## src/rtl/core/pmt_pkg.sv

```systemverilog
// shared types and constants for the ps2 mouse packet tracker
// used by pmt_front, pmt_queue, pmt_back and ps2_mouse_packet_tracker
package pmt_pkg;

    localparam int BYTE_W      = 8;
    localparam int POS_W       = 12;
    localparam int CNT_W       = 32;
    localparam int CFG_W       = 13;
    localparam int CFG_IDX_W   = 2;
    localparam int SUM_W       = POS_W + 2;
    localparam int LIMIT_W     = POS_W + 1;
    localparam int QUEUE_DEPTH = 2;
    localparam int QPTR_W      = $clog2(QUEUE_DEPTH);
    localparam int QCNT_W      = $clog2(QUEUE_DEPTH + 1);

    localparam logic [CFG_IDX_W-1:0] CFG_SCREEN_WIDTH  = CFG_IDX_W'(0);
    localparam logic [CFG_IDX_W-1:0] CFG_SCREEN_HEIGHT = CFG_IDX_W'(1);

    localparam logic [CFG_W-1:0] RST_SCREEN_WIDTH  = CFG_W'(640);
    localparam logic [CFG_W-1:0] RST_SCREEN_HEIGHT = CFG_W'(400);
    localparam logic [POS_W-1:0] RST_POS_X         = POS_W'(320);
    localparam logic [POS_W-1:0] RST_POS_Y         = POS_W'(200);

    localparam int HDR_SYNC_BIT  = 3;
    localparam int HDR_XSIGN_BIT = 4;
    localparam int HDR_YSIGN_BIT = 5;

    typedef enum logic [2:0] {
        PH_HEAD = 3'b001,
        PH_X    = 3'b010,
        PH_Y    = 3'b100
    } t_phase;

    typedef struct packed {
        logic [2:0]        buttons;
        logic              x_sign;
        logic              y_sign;
        logic [BYTE_W-1:0] x_byte;
        logic [BYTE_W-1:0] y_byte;
    } t_packet;

    typedef struct packed {
        logic [POS_W-1:0] cursor_x;
        logic [POS_W-1:0] cursor_y;
        logic [2:0]       buttons;
        logic             moved;
        logic             clicked;
        logic [CNT_W-1:0] packet_count;
        logic [CNT_W-1:0] move_count;
        logic [CNT_W-1:0] click_count;
    } t_result;

    typedef struct packed {
        logic [LIMIT_W-1:0] limit_x;
        logic [LIMIT_W-1:0] limit_y;
    } t_limits;

endpackage

```

## src/rtl/core/pmt_front.sv

```systemverilog
// byte assembler: tracks packet phase and builds three-byte packets
// depends on pmt_pkg
module pmt_front (
    input  logic                       i_clk,
    input  logic                       i_rst_n,
    input  logic                       i_accept,
    input  logic                       i_from_aux,
    input  logic [pmt_pkg::BYTE_W-1:0] i_data_byte,
    output logic                       o_push,
    output pmt_pkg::t_packet           o_packet
);

    pmt_pkg::t_phase           r_phase, n_phase;
    logic [5:0]                r_header;
    logic [pmt_pkg::BYTE_W-1:0] r_x_byte;

    always_comb begin
        n_phase = r_phase;
        o_push  = 1'b0;
        if (i_accept && i_from_aux) begin
            case (r_phase)
                pmt_pkg::PH_X: n_phase = pmt_pkg::PH_Y;
                pmt_pkg::PH_Y: begin
                    n_phase = pmt_pkg::PH_HEAD;
                    o_push  = 1'b1;
                end
                default: n_phase = i_data_byte[pmt_pkg::HDR_SYNC_BIT] ?
                                   pmt_pkg::PH_X : pmt_pkg::PH_HEAD;
            endcase
        end
    end

    always_ff @(posedge i_clk) begin
        if (!i_rst_n) begin
            r_phase <= pmt_pkg::PH_HEAD;
        end else begin
            r_phase <= n_phase;
        end
    end

    always_ff @(posedge i_clk) begin
        if (i_accept && i_from_aux) begin
            if (r_phase == pmt_pkg::PH_X) begin
                r_x_byte <= i_data_byte;
            end else if (r_phase != pmt_pkg::PH_Y) begin
                r_header <= i_data_byte[5:0];
            end
        end
    end

    always_comb begin
        o_packet.buttons = r_header[2:0];
        o_packet.x_sign  = r_header[pmt_pkg::HDR_XSIGN_BIT];
        o_packet.y_sign  = r_header[pmt_pkg::HDR_YSIGN_BIT];
        o_packet.x_byte  = r_x_byte;
        o_packet.y_byte  = i_data_byte;
    end

endmodule

```

## src/rtl/core/pmt_queue.sv

```systemverilog
// short packet queue between the byte assembler and the tracker
// depends on pmt_pkg
module pmt_queue (
    input  logic             i_clk,
    input  logic             i_rst_n,
    input  logic             i_push,
    input  pmt_pkg::t_packet i_packet,
    input  logic             i_pop,
    output logic             o_full,
    output logic             o_nonempty,
    output pmt_pkg::t_packet o_packet
);

    pmt_pkg::t_packet r_mem [pmt_pkg::QUEUE_DEPTH];
    logic [pmt_pkg::QPTR_W-1:0] r_wr_ptr, r_rd_ptr;
    logic [pmt_pkg::QCNT_W-1:0] r_count;

    assign o_full     = (r_count == pmt_pkg::QCNT_W'(pmt_pkg::QUEUE_DEPTH));
    assign o_nonempty = (r_count != '0);
    assign o_packet   = r_mem[r_rd_ptr];

    always_ff @(posedge i_clk) begin
        if (i_push) begin
            r_mem[r_wr_ptr] <= i_packet;
        end
    end

    always_ff @(posedge i_clk) begin
        if (!i_rst_n) begin
            r_wr_ptr <= '0;
            r_rd_ptr <= '0;
            r_count  <= '0;
        end else begin
            if (i_push) begin
                r_wr_ptr <= (r_wr_ptr == pmt_pkg::QPTR_W'(pmt_pkg::QUEUE_DEPTH - 1)) ?
                            '0 : r_wr_ptr + 1'b1;
            end
            if (i_pop) begin
                r_rd_ptr <= (r_rd_ptr == pmt_pkg::QPTR_W'(pmt_pkg::QUEUE_DEPTH - 1)) ?
                            '0 : r_rd_ptr + 1'b1;
            end
            if (i_push && !i_pop) begin
                r_count <= r_count + 1'b1;
            end else if (i_pop && !i_push) begin
                r_count <= r_count - 1'b1;
            end
        end
    end

endmodule

```

## src/rtl/core/pmt_back.sv

```systemverilog
// tracker: buttons, cursor clamp and counters, with the result register
// depends on pmt_pkg
module pmt_back (
    input  logic             i_clk,
    input  logic             i_rst_n,
    input  logic             i_pkt_valid,
    input  pmt_pkg::t_packet i_packet,
    input  pmt_pkg::t_limits i_limits,
    input  logic             i_out_stall,
    output logic             o_pop,
    output logic             o_out_valid,
    output pmt_pkg::t_result o_result
);

    logic [pmt_pkg::POS_W-1:0] r_pos_x, r_pos_y, n_pos_x, n_pos_y;
    logic [2:0]                r_buttons;
    logic [pmt_pkg::CNT_W-1:0] r_packets, r_moves, r_clicks;
    logic [pmt_pkg::CNT_W-1:0] n_packets, n_moves, n_clicks;
    logic                      r_out_valid;
    pmt_pkg::t_result          r_result;

    logic signed [pmt_pkg::SUM_W-1:0] dx, dy, sum_x, sum_y;
    logic                             moved, clicked;

    assign o_pop       = i_pkt_valid && (!r_out_valid || !i_out_stall);
    assign o_out_valid = r_out_valid;
    assign o_result    = r_result;

    always_comb begin
        dx = pmt_pkg::SUM_W'($signed({i_packet.x_sign, i_packet.x_byte}));
        dy = pmt_pkg::SUM_W'($signed({i_packet.y_sign, i_packet.y_byte}));
        moved   = (dx != '0) || (dy != '0);
        clicked = (i_packet.buttons != r_buttons);
        sum_x = $signed({2'b00, r_pos_x}) + dx;
        sum_y = $signed({2'b00, r_pos_y}) - dy;

        n_pos_x = r_pos_x;
        n_pos_y = r_pos_y;
        if (moved) begin
            if (sum_x < 0) begin
                n_pos_x = '0;
            end else if (sum_x >= $signed({1'b0, i_limits.limit_x})) begin
                n_pos_x = pmt_pkg::POS_W'(i_limits.limit_x - 1'b1);
            end else begin
                n_pos_x = sum_x[pmt_pkg::POS_W-1:0];
            end
            if (sum_y < 0) begin
                n_pos_y = '0;
            end else if (sum_y >= $signed({1'b0, i_limits.limit_y})) begin
                n_pos_y = pmt_pkg::POS_W'(i_limits.limit_y - 1'b1);
            end else begin
                n_pos_y = sum_y[pmt_pkg::POS_W-1:0];
            end
        end

        n_packets = r_packets + 1'b1;
        n_moves   = moved   ? r_moves + 1'b1  : r_moves;
        n_clicks  = clicked ? r_clicks + 1'b1 : r_clicks;
    end

    always_ff @(posedge i_clk) begin
        if (!i_rst_n) begin
            r_pos_x     <= pmt_pkg::RST_POS_X;
            r_pos_y     <= pmt_pkg::RST_POS_Y;
            r_buttons   <= '0;
            r_packets   <= '0;
            r_moves     <= '0;
            r_clicks    <= '0;
            r_out_valid <= 1'b0;
        end else begin
            if (o_pop) begin
                r_pos_x   <= n_pos_x;
                r_pos_y   <= n_pos_y;
                r_buttons <= i_packet.buttons;
                r_packets <= n_packets;
                r_moves   <= n_moves;
                r_clicks  <= n_clicks;
            end
            if (o_pop) begin
                r_out_valid <= 1'b1;
            end else if (!i_out_stall) begin
                r_out_valid <= 1'b0;
            end
        end
    end

    always_ff @(posedge i_clk) begin
        if (o_pop) begin
            r_result.cursor_x     <= n_pos_x;
            r_result.cursor_y     <= n_pos_y;
            r_result.buttons      <= i_packet.buttons;
            r_result.moved        <= moved;
            r_result.clicked      <= clicked;
            r_result.packet_count <= n_packets;
            r_result.move_count   <= n_moves;
            r_result.click_count  <= n_clicks;
        end
    end

endmodule

```

## src/rtl/core/ps2_mouse_packet_tracker.sv

```systemverilog
// top level of the ps2 mouse packet tracker: screen registers and channel glue
// depends on pmt_pkg, pmt_front, pmt_queue, pmt_back
//
//   channel   signals                                     direction
//   in        i_in_valid, o_in_stall, i_from_aux, i_data_byte      byte stream in
//   out       o_out_valid, i_out_stall, o_cursor_x .. o_click_count result out
//   cfg       i_cfg_valid, o_cfg_ready, i_cfg_index, i_cfg_data     register write
//
// one byte per cycle while the input is not stalled; a packet passes through a
// two-entry queue and the result register; the tracker retires one packet per
// cycle unless the output stalls; the input stalls only while the queue is full
// synchronous active-low reset; no clearing pass, the block is ready right after
module ps2_mouse_packet_tracker (
    input  logic                          i_clk,
    input  logic                          i_rst_n,
    input  logic                          i_in_valid,
    output logic                          o_in_stall,
    input  logic                          i_from_aux,
    input  logic [pmt_pkg::BYTE_W-1:0]    i_data_byte,
    output logic                          o_out_valid,
    input  logic                          i_out_stall,
    output logic [pmt_pkg::POS_W-1:0]     o_cursor_x,
    output logic [pmt_pkg::POS_W-1:0]     o_cursor_y,
    output logic                          o_left_button,
    output logic                          o_right_button,
    output logic                          o_middle_button,
    output logic                          o_moved,
    output logic                          o_clicked,
    output logic [pmt_pkg::CNT_W-1:0]     o_packet_count,
    output logic [pmt_pkg::CNT_W-1:0]     o_move_count,
    output logic [pmt_pkg::CNT_W-1:0]     o_click_count,
    input  logic                          i_cfg_valid,
    output logic                          o_cfg_ready,
    input  logic [pmt_pkg::CFG_IDX_W-1:0] i_cfg_index,
    input  logic [pmt_pkg::CFG_W-1:0]     i_cfg_data
);

    logic [pmt_pkg::CFG_W-1:0] r_screen_width, r_screen_height;
    pmt_pkg::t_limits          limits;
    pmt_pkg::t_packet          front_packet, queue_packet;
    pmt_pkg::t_result          result;
    logic                      in_accept, push, pop, q_full, q_nonempty;

    localparam logic [pmt_pkg::CFG_W-1:0] MAX_LIMIT = pmt_pkg::CFG_W'(1) << pmt_pkg::POS_W;

    assign o_cfg_ready = 1'b1;
    assign o_in_stall  = q_full;
    assign in_accept   = i_in_valid && !q_full;

    always_ff @(posedge i_clk) begin
        if (!i_rst_n) begin
            r_screen_width  <= pmt_pkg::RST_SCREEN_WIDTH;
            r_screen_height <= pmt_pkg::RST_SCREEN_HEIGHT;
        end else if (i_cfg_valid) begin
            case (i_cfg_index)
                pmt_pkg::CFG_SCREEN_WIDTH:  r_screen_width  <= i_cfg_data;
                pmt_pkg::CFG_SCREEN_HEIGHT: r_screen_height <= i_cfg_data;
                default: ;
            endcase
        end
    end

    // saturate screen size to one .. full position range
    always_comb begin
        if (r_screen_width == '0) begin
            limits.limit_x = pmt_pkg::LIMIT_W'(1);
        end else if (r_screen_width > MAX_LIMIT) begin
            limits.limit_x = pmt_pkg::LIMIT_W'(MAX_LIMIT);
        end else begin
            limits.limit_x = pmt_pkg::LIMIT_W'(r_screen_width);
        end
        if (r_screen_height == '0) begin
            limits.limit_y = pmt_pkg::LIMIT_W'(1);
        end else if (r_screen_height > MAX_LIMIT) begin
            limits.limit_y = pmt_pkg::LIMIT_W'(MAX_LIMIT);
        end else begin
            limits.limit_y = pmt_pkg::LIMIT_W'(r_screen_height);
        end
    end

    pmt_front u_front (
        .i_clk       (i_clk),
        .i_rst_n     (i_rst_n),
        .i_accept    (in_accept),
        .i_from_aux  (i_from_aux),
        .i_data_byte (i_data_byte),
        .o_push      (push),
        .o_packet    (front_packet)
    );

    pmt_queue u_queue (
        .i_clk      (i_clk),
        .i_rst_n    (i_rst_n),
        .i_push     (push),
        .i_packet   (front_packet),
        .i_pop      (pop),
        .o_full     (q_full),
        .o_nonempty (q_nonempty),
        .o_packet   (queue_packet)
    );

    pmt_back u_back (
        .i_clk       (i_clk),
        .i_rst_n     (i_rst_n),
        .i_pkt_valid (q_nonempty),
        .i_packet    (queue_packet),
        .i_limits    (limits),
        .i_out_stall (i_out_stall),
        .o_pop       (pop),
        .o_out_valid (o_out_valid),
        .o_result    (result)
    );

    assign o_cursor_x      = result.cursor_x;
    assign o_cursor_y      = result.cursor_y;
    assign o_left_button   = result.buttons[0];
    assign o_right_button  = result.buttons[1];
    assign o_middle_button = result.buttons[2];
    assign o_moved         = result.moved;
    assign o_clicked       = result.clicked;
    assign o_packet_count  = result.packet_count;
    assign o_move_count    = result.move_count;
    assign o_click_count   = result.click_count;

endmodule
```

## config.mk

```make
export PLATFORM = sky130hd
export DESIGN_NAME = ps2_mouse_packet_tracker
export DESIGN_NICKNAME = d
export VERILOG_FILES = /design/src/rtl/core/pmt_pkg.sv /design/src/rtl/core/pmt_front.sv /design/src/rtl/core/pmt_queue.sv /design/src/rtl/core/pmt_back.sv /design/src/rtl/core/ps2_mouse_packet_tracker.sv
export SDC_FILE = /design/constraint.sdc
export NUM_CORES = 1
export LEC_CHECK = 0
export BUFFER_PORTS_ARGS = -buffer_cell sky130_fd_sc_hd__buf_4
export CELL_PAD_IN_SITES_DETAIL_PLACEMENT = 1
export CELL_PAD_IN_SITES_GLOBAL_PLACEMENT = 2
export CORE_MARGIN = 3
export CORE_UTILIZATION = 42
export CTS_CLUSTER_SIZE = 10
export DETAILED_ROUTE_END_ITERATION = 8
export GPL_TIMING_DRIVEN = 0
export PLACE_DENSITY = 0.95
export SYNTH_ARGS = -nofsm -noshare
export SYNTH_HDL_FRONTEND = slang
export SYNTH_SLANG_ARGS = --single-unit
```

## constraint.sdc

```tcl
create_clock -name i_clk -period 10.8 [get_ports i_clk]
set_input_delay 1.08 -clock i_clk [delete_from_list [all_inputs] [get_ports i_clk]]
set_output_delay 1.08 -clock i_clk [all_outputs]
set_load 0.01 [all_outputs]
```

==> results.md <==
* Routed len/inst at 20.1 µm
* Area grow syn2layout at 18.7%
* Placer's final routability congestion estimate at 0.866
* Syn Std Cell Area at 16,500 µm²
* Final count of hold timing violations at 0
* Fraction of layout cells with a size suffix above 1 at 0.144
* DRT antenna net count at 0
* CTS tree: done
* Dpl cell area at 18,400 µm²
* CTS H-tree lvls at 2
* Post-CTS Resized at 0
* Startpoint types: flip-flop
* Max Buffers Root-to-Sink at 3
* Most common flop cell mapped by yosys: edfxtp_1
* Slew Viols, Final at 0
* Crit path time final at 6660 ps
* Vias in the first global route at 13,600
* RSZ-0062 raised after global routing: no
* Remaining Overflow, GRT at 0
* Initial core utilization at 0.427
* WL met3 at 2.01 mm
* Rows at 72
* Top Layer Used: met4
* Most common cell after layout, fill and taps aside: nand2_1
* Total CTS buffers at 40
* Post-Route Skew at 27.2 ps
* Mapped Cells at 1,619
* Critical Path AT at 6970 ps
* WP data required at 11,110 ps
* Ports at 157
* Hpwl dp at 34.2 mm
* Total power at 5.46 mW
* Die Area at 41,800 µm²
* M1 WL at 20.8 mm
* Place WS at 4240 ps
* Clock Sinks at 338
* Via count at 12,900
* Syn_area_per_cell at 10.2 µm²
* Final core occ at 0.507
* Antenna Cells at 0
* Core area at 38,700 µm²
* Fin Setup TNS at 0 ps
* Leakage dissipation at 7.31 nW
* Cell area after layout at 19,600 µm²
* Crit path kind: reg -> reg
* Antenna violations before repair at 0
* Fin Hold WS at 448 ps
* Distinct cells, synth at 81
* Commonest cells after routing, fill and taps aside: nand2_1 (194), edfxtp_1 (180), dfxtp_1 (158), buf_4 (157), nor2_1 (149)
* Crit share post-route at 0.617
* Gr usage total at 0.224
* Clock transition at the registers of the reported paths at 60 ps
* Post-route DRC at 0
* Worst-Margin Slew at 1150 ps
* Seq/Total Area, Yosys at 0.518
* First-pass GRT wire length at 74.5 mm
* Worst R2R Setup Slack at 4140 ps
* Final setup viols at 0
* Final #Nets at 1,910
* HP Class: reg -> reg
* # port buffers at 155
* Die X at 204 µm
* Clock Root Buffer: clkbuf_16
* Initial DRC count at 672
* Max cap viols at 0
* Via density at 5.43
* Highest clock rate at 0.150 GHz
* VDD IR max at 0.000211 V
* Critical Path Sink Type: flip-flop
* Final std cells w/o fill at 2,367
* Length of routed met2 wiring at 23.2 mm
* Crit-path max FO at 10
* Syn nets at 1,709
* Number of synthesized flops with an enable pin at 180
* Synth warn at 0
* Skew-Pair Late Insertion Delay at 560 ps
* Die Span Y at 204 µm
* Largest net degree at the start of global routing at 63
* Yosys reg bits at 338
* Post-route setup slack at 4140 ps
* Placed cells at 2,296
* Slew headroom at 0.225
* Drt pass-1 iters at 5
* Post-synth ARST share at 0
* Final wirelength at 47.5 mm
* Power Density at 278 nW/µm²
* CTS Hold Bufs at 0
* Setup bufs post-CTS at 0
* Status: finished clean
[cells in the mapped netlist, types with 10 or more instances]
cell type | number | area [µm²]
a21oi_1 | 81 | 405
and3_1 | 15 | 93.8
and4_1 | 11 | 96.3
buf_2 | 14 | 70.1
clkbuf_1 | 59 | 221
dfxtp_1 | 158 | 3160
edfxtp_1 | 180 | 5410
ha_1 | 59 | 738
inv_1 | 34 | 128
mux2_2 | 14 | 158
mux2i_1 | 23 | 230
nand2_1 | 194 | 728
nand2b_1 | 11 | 68.8
nand3_1 | 80 | 400
nand4_1 | 28 | 175
nor2_1 | 149 | 559
nor2b_1 | 10 | 62.6
nor3_1 | 32 | 160
nor4_1 | 15 | 93.8
o21ai_0 | 61 | 305
o31ai_1 | 20 | 150
or3_1 | 27 | 169
xnor2_1 | 111 | 972
xor2_1 | 89 | 780
[critical path, cell delays in order (launching register included)]
cell and delay [ps]:
dfxtp_1 310, buf_2 220, buf_2 300, buf_1 630, mux2_2 440, ha_1 230
fa_1 430, a21oi_1 350, o221ai_1 240, a31o_2 290, a21o_1 210, a21oi_1 150
o21bai_1 80, xnor2_1 150, ha_1 250, or3_1 370, a221oi_1 380, a311oi_2 380
clkbuf_1 350, nand3_1 200, o21ai_0 110, o31ai_1 340
[flip-flops by register name, indices dropped and copies added, names as in the netlist, 5 cells and up, named ones only]
| register | count |
|---|---|
| u_back.r_moves | 32 |
| u_back.r_clicks | 32 |
| u_back.r_pos_x | 12 |
| u_back.r_packets | 32 |
| u_front.r_header | 5 |
| u_queue.r_mem | 42 |
| r_screen_width | 13 |
| r_screen_height | 13 |
| u_back.r_pos_y | 12 |
| u_back.o_result | 125 |
| u_front.r_x_byte | 8 |
[cell type report]
cell class / instances / area, µm²
buffer: 78 / 318
clock buffer: 66 / 1130
clock inverter: 5 / 53.8
fill: 4357 / 19100
inverter: 36 / 135
multi-input combinational: 1167 / 7530
sequential: 338 / 8570
tap: 518 / 648
timing repair buffer: 159 / 1240
[kinds of logic after synthesis]
| family | synth area share |
|---|---|
| xor+xnor | 0.106 |
| flops | 0.518 |
| simple gates | 0.182 |
| other cells | 0.000227 |
| fa+ha+maj | 0.0470 |
| compound gates | 0.0954 |
| mux | 0.0243 |
| buf+inv | 0.0272 |
[final timing paths]
kind,start,to,cells after the start
worst min-delay path,u_front.r_x_byte[3],u_queue.r_mem[0][11],0
worst max-delay path,flip-flop,u_back.o_result[124],21
worst max register to register,flip-flop,u_back.o_result[124],21
worst min register to register,u_front.r_x_byte[3],u_queue.r_mem[0][11],0
[power breakdown]
part / total, mW / switching, mW / internal (mW)
clock network: 1.26 / 0.541 / 0.718
logic: 2.32 / 1.44 / 0.882
registers: 1.88 / 0.140 / 1.74
[per-layer routing]
metal  global-route usage  up-vias
li1                     -     6166
met1                0.286     6340
met4               0.0752        0
met5                    0        -
met2                0.387      265
met3               0.0362       86
No activity file was read; power rests on OpenSTA's default activity.
